===== src/rtl/nass_pkg.sv =====
// Shared types and constants for the NFA active-set stepper.
package nass_pkg;

    localparam int NUM_STATES = 16;
    localparam int NUM_CELLS  = 64;
    localparam int STATE_W    = 4;
    localparam int SYM_W      = 7;
    localparam int CELL_IDX_W = $clog2(NUM_CELLS);
    localparam int COUNT_W    = 7;
    localparam int CFG_ADDR_W = 1;
    localparam int CFG_DATA_W = 7;
    localparam int S_DATA_W   = 24;
    localparam int M_DATA_W   = 24;
    localparam int CMD_W      = 2;

    localparam logic [CFG_ADDR_W-1:0] REG_FINAL_STATE      = 1'b0;
    localparam logic [CFG_ADDR_W-1:0] REG_TRANSITION_COUNT = 1'b1;

    typedef logic [NUM_STATES-1:0] mask_t;

    typedef enum logic [CMD_W-1:0] {
        CMD_LOAD  = 2'd0,
        CMD_START = 2'd1,
        CMD_FEED  = 2'd2,
        CMD_RSVD  = 2'd3
    } cmd_t;

    typedef enum logic [1:0] {
        ST_IDLE,
        ST_WALK,
        ST_POST
    } state_t;

    typedef struct packed {
        logic [STATE_W-1:0] from_st;
        logic [SYM_W-1:0]   sym;
        logic [STATE_W-1:0] to_st;
    } entry_t;

    // table write going to every cell; the addressed cell captures it
    typedef struct packed {
        logic                  we;
        logic [CELL_IDX_W-1:0] idx;
        entry_t                entry;
    } load_t;

    // values held steady across the chain for one walk
    typedef struct packed {
        mask_t              cur;
        logic [SYM_W-1:0]   sym;
        logic [COUNT_W-1:0] limit;
    } bcast_t;

    // token handed from cell to cell
    typedef struct packed {
        logic  vld;
        mask_t acc;
    } link_t;

endpackage


===== src/rtl/nfa_active_set_stepper_unit.sv =====
// Top level of the NFA active-set stepper: command decode, active mask and result register.
//
//  channel  direction  handshake          payload
//  s_       in         s_tvalid/s_tready  s_tuser = cmd; s_tdata = entry, from, symbol, to
//  m_       out        m_tvalid/m_tready  m_tdata = active_states, alive, accepting
//  cfg_     in         cfg_wr_en          cfg_addr selects register, cfg_wdata value
//
// A load, start, unused command or a feed on an empty set puts its result in the
// output register on the cycle after the transfer. A feed on a live set sends a
// token down the row of 64 transition cells, one cell per cycle: a launch register
// starts it, it passes all 64 cells, and the result is then posted to the output.
// The next transfer is taken once the unit is idle and the output register is free
// or being emptied. aresetn is synchronous and active low; it sets the active set to
// state 0 and clears both registers but leaves the transition entries as they are.
module nfa_active_set_stepper_unit (
    input  logic                            aclk,
    input  logic                            aresetn,
    // configuration writes
    input  logic                            cfg_wr_en,
    input  logic [nass_pkg::CFG_ADDR_W-1:0] cfg_addr,
    input  logic [nass_pkg::CFG_DATA_W-1:0] cfg_wdata,
    // input stream
    input  logic                            s_tvalid,
    output logic                            s_tready,
    // [5:0] entry_index, [9:6] from_state, [16:10] symbol, [20:17] to_state, rest zero
    input  logic [nass_pkg::S_DATA_W-1:0]   s_tdata,
    // [1:0] cmd
    input  logic [nass_pkg::CMD_W-1:0]      s_tuser,
    // result stream
    output logic                            m_tvalid,
    input  logic                            m_tready,
    // [15:0] active_states, [16] alive, [17] accepting, rest zero
    output logic [nass_pkg::M_DATA_W-1:0]   m_tdata
);

    nass_pkg::state_t                 state_reg, state_next;
    nass_pkg::mask_t                  mask_reg, mask_next;
    logic [nass_pkg::SYM_W-1:0]       sym_reg, sym_next;
    logic [nass_pkg::STATE_W-1:0]     final_reg;
    logic [nass_pkg::COUNT_W-1:0]     count_reg;
    logic                             inject_reg, inject_next;
    logic                             m_valid_reg, m_valid_next;
    logic [nass_pkg::M_DATA_W-1:0]    m_data_reg, m_data_next;

    logic                             out_free;
    logic                             in_xfer;
    logic                             feed_live;
    nass_pkg::cmd_t                   cmd;
    nass_pkg::entry_t                 in_entry;
    logic [nass_pkg::CELL_IDX_W-1:0]  in_idx;
    nass_pkg::load_t                  load;
    nass_pkg::bcast_t                 bcast;
    nass_pkg::link_t                  head;
    nass_pkg::link_t                  tail;
    logic [nass_pkg::COUNT_W-1:0]     limit;

    // Build a result word from a mask.
    function automatic logic [nass_pkg::M_DATA_W-1:0] pack_result(
        input nass_pkg::mask_t            m,
        input logic [nass_pkg::STATE_W-1:0] fin
    );
        logic [nass_pkg::M_DATA_W-1:0] w;
        w = '0;
        w[nass_pkg::NUM_STATES-1:0] = m;
        w[nass_pkg::NUM_STATES]     = |m;
        w[nass_pkg::NUM_STATES+1]   = m[fin];
        return w;
    endfunction

    // Unpack the input transfer.
    assign cmd              = nass_pkg::cmd_t'(s_tuser);
    assign in_idx           = s_tdata[5:0];
    assign in_entry.from_st = s_tdata[9:6];
    assign in_entry.sym     = s_tdata[16:10];
    assign in_entry.to_st   = s_tdata[20:17];

    assign out_free  = !m_valid_reg || m_tready;
    assign s_tready  = (state_reg == nass_pkg::ST_IDLE) && out_free;
    assign in_xfer   = s_tvalid && s_tready;
    assign feed_live = (cmd == nass_pkg::CMD_FEED) && (mask_reg != '0);

    // Clamp the entry count to the size of the row.
    assign limit = (count_reg > nass_pkg::COUNT_W'(nass_pkg::NUM_CELLS))
                   ? nass_pkg::COUNT_W'(nass_pkg::NUM_CELLS) : count_reg;

    assign load.we    = in_xfer && (cmd == nass_pkg::CMD_LOAD);
    assign load.idx   = in_idx;
    assign load.entry = in_entry;

    // mask_reg and sym_reg hold still for the whole walk
    assign bcast.cur   = mask_reg;
    assign bcast.sym   = sym_reg;
    assign bcast.limit = limit;

    assign head.vld = inject_reg;
    assign head.acc = '0;

    nass_chain u_chain (
        .aclk    (aclk),
        .aresetn (aresetn),
        .load_i  (load),
        .bcast_i (bcast),
        .head_i  (head),
        .tail_o  (tail)
    );

    // Next state.
    always_comb begin
        state_next = state_reg;
        unique case (state_reg)
            nass_pkg::ST_IDLE: begin
                if (in_xfer && feed_live) begin
                    state_next = nass_pkg::ST_WALK;
                end
            end
            nass_pkg::ST_WALK: begin
                if (tail.vld) begin
                    state_next = nass_pkg::ST_POST;
                end
            end
            nass_pkg::ST_POST: begin
                if (out_free) begin
                    state_next = nass_pkg::ST_IDLE;
                end
            end
            default: begin
                state_next = nass_pkg::ST_IDLE;
            end
        endcase
    end

    // Datapath and output register updates.
    always_comb begin
        mask_next    = mask_reg;
        sym_next     = sym_reg;
        inject_next  = 1'b0;
        m_valid_next = m_valid_reg && !m_tready;
        m_data_next  = m_data_reg;
        unique case (state_reg)
            nass_pkg::ST_IDLE: begin
                if (in_xfer) begin
                    unique case (cmd)
                        nass_pkg::CMD_START: mask_next = nass_pkg::mask_t'(1);
                        nass_pkg::CMD_FEED: begin
                            // an empty set stays empty: answer at once
                            if (feed_live) begin
                                inject_next = 1'b1;
                                sym_next    = in_entry.sym;
                            end
                        end
                        nass_pkg::CMD_LOAD,
                        nass_pkg::CMD_RSVD: mask_next = mask_reg;
                        default: mask_next = mask_reg;
                    endcase
                    if (!feed_live) begin
                        m_valid_next = 1'b1;
                        m_data_next  = pack_result(mask_next, final_reg);
                    end
                end
            end
            nass_pkg::ST_WALK: begin
                if (tail.vld) begin
                    mask_next = tail.acc;
                end
            end
            nass_pkg::ST_POST: begin
                if (out_free) begin
                    m_valid_next = 1'b1;
                    m_data_next  = pack_result(mask_reg, final_reg);
                end
            end
            default: begin
                mask_next = mask_reg;
            end
        endcase
    end

    always_ff @(posedge aclk) begin
        if (!aresetn) begin
            state_reg   <= nass_pkg::ST_IDLE;
            mask_reg    <= nass_pkg::mask_t'(1);
            inject_reg  <= 1'b0;
            m_valid_reg <= 1'b0;
            final_reg   <= '0;
            count_reg   <= '0;
        end else begin
            state_reg   <= state_next;
            mask_reg    <= mask_next;
            inject_reg  <= inject_next;
            m_valid_reg <= m_valid_next;
            if (cfg_wr_en) begin
                unique case (cfg_addr)
                    nass_pkg::REG_FINAL_STATE:
                        final_reg <= cfg_wdata[nass_pkg::STATE_W-1:0];
                    nass_pkg::REG_TRANSITION_COUNT:
                        count_reg <= cfg_wdata[nass_pkg::COUNT_W-1:0];
                    default: count_reg <= count_reg;
                endcase
            end
        end
        sym_reg    <= sym_next;
        m_data_reg <= m_data_next;
    end

    assign m_tvalid = m_valid_reg;
    assign m_tdata  = m_data_reg;

endmodule


===== src/rtl/nass_cell.sv =====
// One transition cell: holds a table entry and ORs its target into the passing token.
module nass_cell (
    input  logic                            aclk,
    input  logic                            aresetn,
    input  logic [nass_pkg::CELL_IDX_W-1:0] cell_idx,
    input  nass_pkg::load_t                 load_i,
    input  nass_pkg::bcast_t                bcast_i,
    input  nass_pkg::link_t                 link_i,
    output nass_pkg::link_t                 link_o
);

    nass_pkg::entry_t entry_reg;
    nass_pkg::link_t  link_reg;
    nass_pkg::link_t  link_next;
    logic             in_use;
    logic             hit;

    assign in_use = {1'b0, cell_idx} < bcast_i.limit;
    assign hit    = in_use && bcast_i.cur[entry_reg.from_st]
                    && (entry_reg.sym == bcast_i.sym);

    always_comb begin
        link_next.vld = link_i.vld;
        link_next.acc = link_i.acc;
        if (hit) begin
            link_next.acc = link_i.acc | (nass_pkg::mask_t'(1) << entry_reg.to_st);
        end
    end

    always_ff @(posedge aclk) begin
        if (load_i.we && load_i.idx == cell_idx) begin
            entry_reg <= load_i.entry;
        end
    end

    always_ff @(posedge aclk) begin
        if (!aresetn) begin
            link_reg.vld <= 1'b0;
        end else begin
            link_reg.vld <= link_next.vld;
        end
        link_reg.acc <= link_next.acc;
    end

    assign link_o = link_reg;

endmodule


===== src/rtl/nass_chain.sv =====
// Row of transition cells; the token enters at cell 0 and leaves after the last cell.
module nass_chain (
    input  logic             aclk,
    input  logic             aresetn,
    input  nass_pkg::load_t  load_i,
    input  nass_pkg::bcast_t bcast_i,
    input  nass_pkg::link_t  head_i,
    output nass_pkg::link_t  tail_o
);

    nass_pkg::link_t links [0:nass_pkg::NUM_CELLS];

    assign links[0] = head_i;

    for (genvar g = 0; g < nass_pkg::NUM_CELLS; g++) begin : g_cell
        nass_cell u_cell (
            .aclk     (aclk),
            .aresetn  (aresetn),
            .cell_idx (nass_pkg::CELL_IDX_W'(g)),
            .load_i   (load_i),
            .bcast_i  (bcast_i),
            .link_i   (links[g]),
            .link_o   (links[g+1])
        );
    end

    assign tail_o = links[nass_pkg::NUM_CELLS];

endmodule


===== config.mk =====
export PLATFORM = sky130hd
export DESIGN_NAME = nfa_active_set_stepper_unit
export DESIGN_NICKNAME = d
export VERILOG_FILES = /design/src/rtl/nass_pkg.sv /design/src/rtl/nfa_active_set_stepper_unit.sv /design/src/rtl/nass_cell.sv /design/src/rtl/nass_chain.sv
export SDC_FILE = /design/constraint.sdc
export NUM_CORES = 2
export LEC_CHECK = 0
export BUFFER_PORTS_ARGS = -buffer_cell sky130_fd_sc_hd__buf_2
export CAP_MARGIN = 0
export CORE_ASPECT_RATIO = 1.25
export CORE_MARGIN = 2
export CORE_UTILIZATION = 57
export DETAILED_ROUTE_END_ITERATION = 6
export GPL_TIMING_DRIVEN = 0
export PLACE_DENSITY = 0.79
export SYNTH_ARGS = -nofsm -noshare
export SYNTH_HDL_FRONTEND = slang
export SYNTH_SLANG_ARGS = --single-unit
export TNS_END_PERCENT = 30

===== constraint.sdc =====
create_clock -name aclk -period 3.2 [get_ports aclk]
set_input_delay 0.16 -clock aclk [delete_from_list [all_inputs] [get_ports aclk]]
set_output_delay 0.16 -clock aclk [all_outputs]
set_load 0.005 [all_outputs]

=== After elaboration in Yosys (flattened, before gate mapping) ===
Index checks and enable logic that the tools add are counted.

* Bits in registers: 2110
* Latch bits: 0
* Memory bits (writable): 0
* Memory bits (read-only): 0
* Output and inout bits: 26
* Memories kept: 0

* Add/subtract/negate cells: 0
* $mul: 0
* Div/mod/pow operators: 0
* Order comparisons: 130
* Equality and inequality tests: 136
* Shift operators: 64
* Muxes and demuxes: 215
* Bitwise gates (word level): 64
* Reduce and logical (&&, ||, !) cells: 216

{| class="wikitable"
|+ Operators by type and width
! operator !! number
|-
| $mux 16 || 68
|-
| $shl 1x4->16 const A || 64
|-
| $or 16x16->16 || 63
|-
| $eq 7x7->1 || 64
|-
| $lt 4x5->1 const B || 65
|-
| $bmux 1 s4 || 66
|-
| $lt 6x7->1 const A || 32
|-
| $logic_and 1x1->1 || 198
|-
| $eq 6x6->1 const B || 32
|-
| $lt 5x7->1 const A || 16
|-
| $eq 6x5->1 const B || 16
|-
| $mux 24 || 3
|-
| $mux 1 || 70
|-
| $lt 4x7->1 const A || 8
|-
| $eq 6x4->1 const B || 8
|-
| $pmux 24 s2 || 1
|-
| $pmux 16 s2 || 1
|-
| $reduce_or 16->1 || 2
|-
| $lt 3x7->1 const A || 4
|-
| $eq 6x3->1 const B || 4
|-
| $reduce_bool 16->1 || 1
|-
| $lt 1x7->1 const A || 2
|-
| $lt 2x7->1 const A || 2
|-
| $eq 6x2->1 const B || 2
|-
| 19 further kinds || 33
|}

=== Depth between registers and ports, before layout ===
* Depth after elaboration: 11
* Gate-level depth with buffers: 8

=== Hierarchy ===
Synthesis repeated with hierarchy kept, for this count alone.

* Cell total of the unflattened synthesis: 9682
* Area total of the unflattened synthesis: 110034.3 µm²

{| class="wikitable"
|+ Modules (own cells, without submodules)
! module !! instances !! cells an instance !! area an instance (µm²) !! sequential area each (µm²)
|-
| nass_cell || 64 || 148 || 1682.9 || 790.8
|-
| nfa_active_set_stepper_unit || 1 || 208 || 2323.5 || 1371.3
|-
| nass_chain || 1 || 2 || 7.5 || 0.0
|}

=== Least setup slack after synthesis ===
OpenSTA, ideal clock, no wires.

* Path type: register to register
* Start: reg mask_reg[8]
* End: reg m_data_reg (netlist bit m_tdata[0]) (enable)
* Arrival: 2.656 ns
* Slack: 0.125 ns
* Cell stages (with the launch flop): 7
* Buffers on the path: 2
* Clock period less this slack: 3.075 ns
* Cell sequence: dfxtp_1 buf_2 clkbuf_1 nor4_1 a41oi_1 o21ai_0 nor3b_1

* Word-level cells in the longest chain between the ends: 4

{| class="wikitable"
|+ Ends and longest elaborated chain
! what !! RTL line !! RTL
|-
| from (decl) || nfa_active_set_stepper_unit.sv:37 || <nowiki>nass_pkg::mask_t mask_reg, mask_next;</nowiki>
|-
| from (signal assigned) || nfa_active_set_stepper_unit.sv:181 || <nowiki>mask_reg <= nass_pkg::mask_t'(1);</nowiki>
|-
| from (signal assigned) || nfa_active_set_stepper_unit.sv:188 || <nowiki>mask_reg <= mask_next;</nowiki>
|-
| $reduce_bool 16->1 || nfa_active_set_stepper_unit.sv:80 || <nowiki>assign feed_live = (cmd == nass_pkg::CMD_FEED) && (mask_reg != '0);</nowiki>
|-
| $logic_and 1x1->1 || nfa_active_set_stepper_unit.sv:80 ||
|-
| $ne 2x2->1 (no line) || - ||
|-
| $reduce_and 4->1 (no line) || - ||
|-
| to (signal assigned) || nfa_active_set_stepper_unit.sv:202 || <nowiki>m_data_reg <= m_data_next;</nowiki>
|-
| to (decl) || nfa_active_set_stepper_unit.sv:43 || <nowiki>logic [nass_pkg::M_DATA_W-1:0] m_data_reg, m_data_next;</nowiki>
|}

No other way between the ends.
A chain may end at the register's enable or synchronous reset.

=== Worst setup path after layout ===
* Start: reg state_reg[0]
* End: reg u_chain.g_cell[53].u_cell.entry_reg[2] (netlist bit) (enable)

* Word-level cells in the longest chain between the ends: 5

{| class="wikitable"
|+ Ends and longest elaborated chain
! what !! RTL line !! RTL
|-
| from (decl) || nfa_active_set_stepper_unit.sv:36 || <nowiki>nass_pkg::state_t state_reg, state_next;</nowiki>
|-
| from (signal assigned) || nfa_active_set_stepper_unit.sv:180 || <nowiki>state_reg <= nass_pkg::ST_IDLE;</nowiki>
|-
| from (signal assigned) || nfa_active_set_stepper_unit.sv:187 || <nowiki>state_reg <= state_next;</nowiki>
|-
| $logic_not 2->1 || nfa_active_set_stepper_unit.sv:78 || <nowiki>assign s_tready = (state_reg == nass_pkg::ST_IDLE) && out_free;</nowiki>
|-
| $logic_and 1x1->1 || nfa_active_set_stepper_unit.sv:78 ||
|-
| $logic_and 1x1->1 || nfa_active_set_stepper_unit.sv:79 || <nowiki>assign in_xfer = s_tvalid && s_tready;</nowiki>
|-
| $logic_and 1x1->1 || nfa_active_set_stepper_unit.sv:86 || <nowiki>assign load.we = in_xfer && (cmd == nass_pkg::CMD_LOAD);</nowiki>
|-
| $logic_and 1x1->1 || nass_cell.sv:31 || <nowiki>if (load_i.we && load_i.idx == cell_idx) begin</nowiki>
|-
| to (signal assigned) || nass_cell.sv:32 || <nowiki>entry_reg <= load_i.entry;</nowiki>
|-
| to (decl) || nass_cell.sv:12 || <nowiki>nass_pkg::entry_t entry_reg;</nowiki>
|}

No other way between the ends.

==> run metrics <==
RSZ-0062 raised after global routing=yes; critical-path maximum fanout=8; Max Transition Viols Final=9; Die Y=437 um; TritonRoute pass-1 iters=6; Syn-to-layout area delta=12.8%; Worst Path Buf+Inv=1; sequential fraction of the synthesis area=0.608; yosys warns=0; CP top delay family=simple AND/OR/NAND/NOR gates; vias in the first global route=56600; Highest Clock Rate=0.295 GHz; CP Class=reg -> reg; wire per inst=25.8 um; CP Launch Type=register; asr flop ratio synth=0; CTS max path bufs=3; gp weighted congestion=0.963; FF-to-FF Start=state_reg[0]; largest net degree at the start of global routing=66; Worst Tran Pin Value=1.52 ns; I/O Buffers=52; flops & latches, synth=2104; CTS tree=yes; Peak supply drop=0.489 mV; violated checks=max-capacitance violations, max-slew violations, negative setup slack; clock sink count=2104; HPWL Detailed=152000 um; RR Endpoint=u_chain.g_cell[53].u_cell.entry_reg[2]; Final WS setup=-0.188 ns; status=complete, but fails checks; Post-synth EDFFs=985; Synth top area share=0.346; Setup Skew=0.0273 ns; CP Cell Sequence=nor2_1, nor4b_4, nand3_1, nor2_2, buf_6; Leak=34.1 nW; H-tree depth=4; die area=0.153 mm^2; crit path from=state_reg[0]; # DRC=0; cell count after synthesis=6431; max reg flops=1088; Max stage delay on crit path=0.81 ns; CTS Buf Count=189; Final Hold Viols=0; vias per cell=6.30; Worst path depth=5; worst hold path class=in -> reg; layout cells sized above 1=0.204; DRT iter0 DRCs=6924; Tot Pwr=53.7 mW; Synth Flop Type=dfxtp_1; period utilisation layout=1.06; Synth top cells by count=dfxtp_1 (1119), edfxtp_1 (985), inv_1 (822); Worst Path Required=3.75 ns; Die Wd=350 um; initial core utilization=0.575; # rows=158; antenna-violating nets left=0; top post-synthesis cells by area=edfxtp_1 (35%), dfxtp_1 (26%), o41ai_1 (7.5%); initial antenna violation count=14; synth unique cells=71; placed inst area=0.0889 mm^2; post-synthesis cell area=0.0855 mm^2; r2r setup slk=-0.19 ns; syn avg cell area=13.3 um^2; final std cells w/o fill=8920; slew margin rel.=-0.0172; crit path time final=3.39 ns; total global routing overflow=0; clk slew on worst S/H paths=0.07 ns; Clk Latency, worst-skew pair=0.85 ns; via count=56200; arrival time worst endpoint=3.94 ns; min-delay src=s_tuser[0]; Critical-path top delay cell=nand3_1; top-count cell post-synth=dfxtp_1; CP endpoint=u_chain.g_cell[53].u_cell.entry_reg[2]; Fillers=10300; first-pass GRT wire length=341000 um; # placed instances=8513; CTS root buffer=clkbuf_16; fin area=0.0965 mm^2; max-cap violation count=1; nets@finish=6782; Synth area leader=edfxtp_1; DRT Wirelength=230000 um; Top-Level Pins=65; Setup-failing EPs final=303; R2R depth=5; core area=0.149 mm^2; Crit. End Element=register; Pwr per Cell Area=556 mW/mm^2; Tot GR Track Use=0.297
==> power by group <==
group	switching (mW)	total (mW)	internal (mW)	leakage (nW)
registers	0.0260	28.2	28.2	18.0
logic	0.799	1.06	0.260	12.8
clock network	10.1	24.4	14.3	3.36
total	10.9	53.7	42.7	34.1
==> worst register-to-register path, cell delays in order, from the launching register on <==
cell and delay [ns]:
dfxtp_1 0.38, nor2_1 0.27, nor4b_4 0.74, nand3_1 0.81, nor2_2 0.64, buf_6 0.23
==> worst min-delay path by stage <==
stage | cells after the start | slack [ns] | to
after global placement | 2 | 0.39 | u_chain.g_cell[29].u_cell.link_o[6]
after global routing | 3 | 0.06 | sym_reg[0]
final | 3 | 0.09 | sym_reg[0]
after CTS | 3 | 0.01 | sym_reg[0]
after floorplan | 0 | 0.26 | sym_reg[0]
after detailed placement | 2 | 0.39 | u_chain.g_cell[19].u_cell.link_o[5]
==> kinds of logic after synthesis <==
| family | Yosys count | share of synthesized area |
|---|---|---|
| other cells | 1 | 0.0000439 |
| xor+xnor | 448 | 0.0459 |
| mux | 457 | 0.0973 |
| compound gates | 1090 | 0.116 |
| buf+inv | 1168 | 0.0576 |
| simple gates | 1163 | 0.0756 |
| flops | 2104 | 0.608 |
==> cell type report <==
| type | count | area (um^2) | area share |
|---|---|---|---|
| Antenna cell | 9 | 22.5 | 0.000233 |
| Buffer | 346 | 1860 | 0.0193 |
| Clock buffer | 270 | 5660 | 0.0586 |
| Clock inverter | 89 | 1170 | 0.0121 |
| Inverter | 822 | 3090 | 0.0320 |
| Multi-Input combinational cell | 3164 | 29100 | 0.301 |
| Sequential cell | 2104 | 52000 | 0.539 |
| Tap cell | 2000 | 2500 | 0.0259 |
| Timing Repair Buffer | 116 | 1110 | 0.0115 |
==> cell usage in the layout, fill, tap and decap left out, types with 48 or more instances in the layout <==
cell type	count
a31o_2	140
a41o_1	48
and2_1	86
buf_2	181
clkbuf_1	161
clkbuf_16	205
dfxtp_1	1104
edfxtp_1	985
inv_1	822
mux2_2	99
mux4_2	224
nand2_1	148
nand2b_1	260
nand3_1	81
nor2_1	115
nor3_1	95
nor4_1	101
o41ai_1	731
o41ai_2	50
or2_2	99
xor2_1	411
==> through the flow <==
step | TNS [ns] | worst slack [ns] | hold WS, ns | util
after floorplan | 0 | 0.125 | 0.259 | -
after global placement | -602.61 | -1.55 | 0.390 | 0.594
after detailed placement | -394.21 | -0.931 | 0.390 | 0.598
after CTS | -7.88 | -0.190 | 0.0103 | 0.647
after global routing | -25.57 | -0.219 | 0.0581 | 0.649
final | -25.20 | -0.188 | 0.0854 | 0.649
==> per-layer routing <==
layer  vias to the layer above  routed length (um)  track usage
met5                         -                  49            0
met4                         8               16600        0.196
met3                       800               22900       0.0731
met2                      3233              110000        0.486
met1                     27500               80900        0.347
li1                      24600                   -            -
==> what timing repair did <==
| item | CTS | global route |
|---|---|---|
| hold buffers | 32 | 0 |
| endpoints found under the setup margin | 797 | 527 |
| endpoints found under the hold margin | 532 | 0 |
| setup buffers | 0 | 7 |
| gates resized for setup | 74 | 35 |
| pin swaps | 0 | 1 |
No activity file was read; power rests on OpenSTA's default activity.
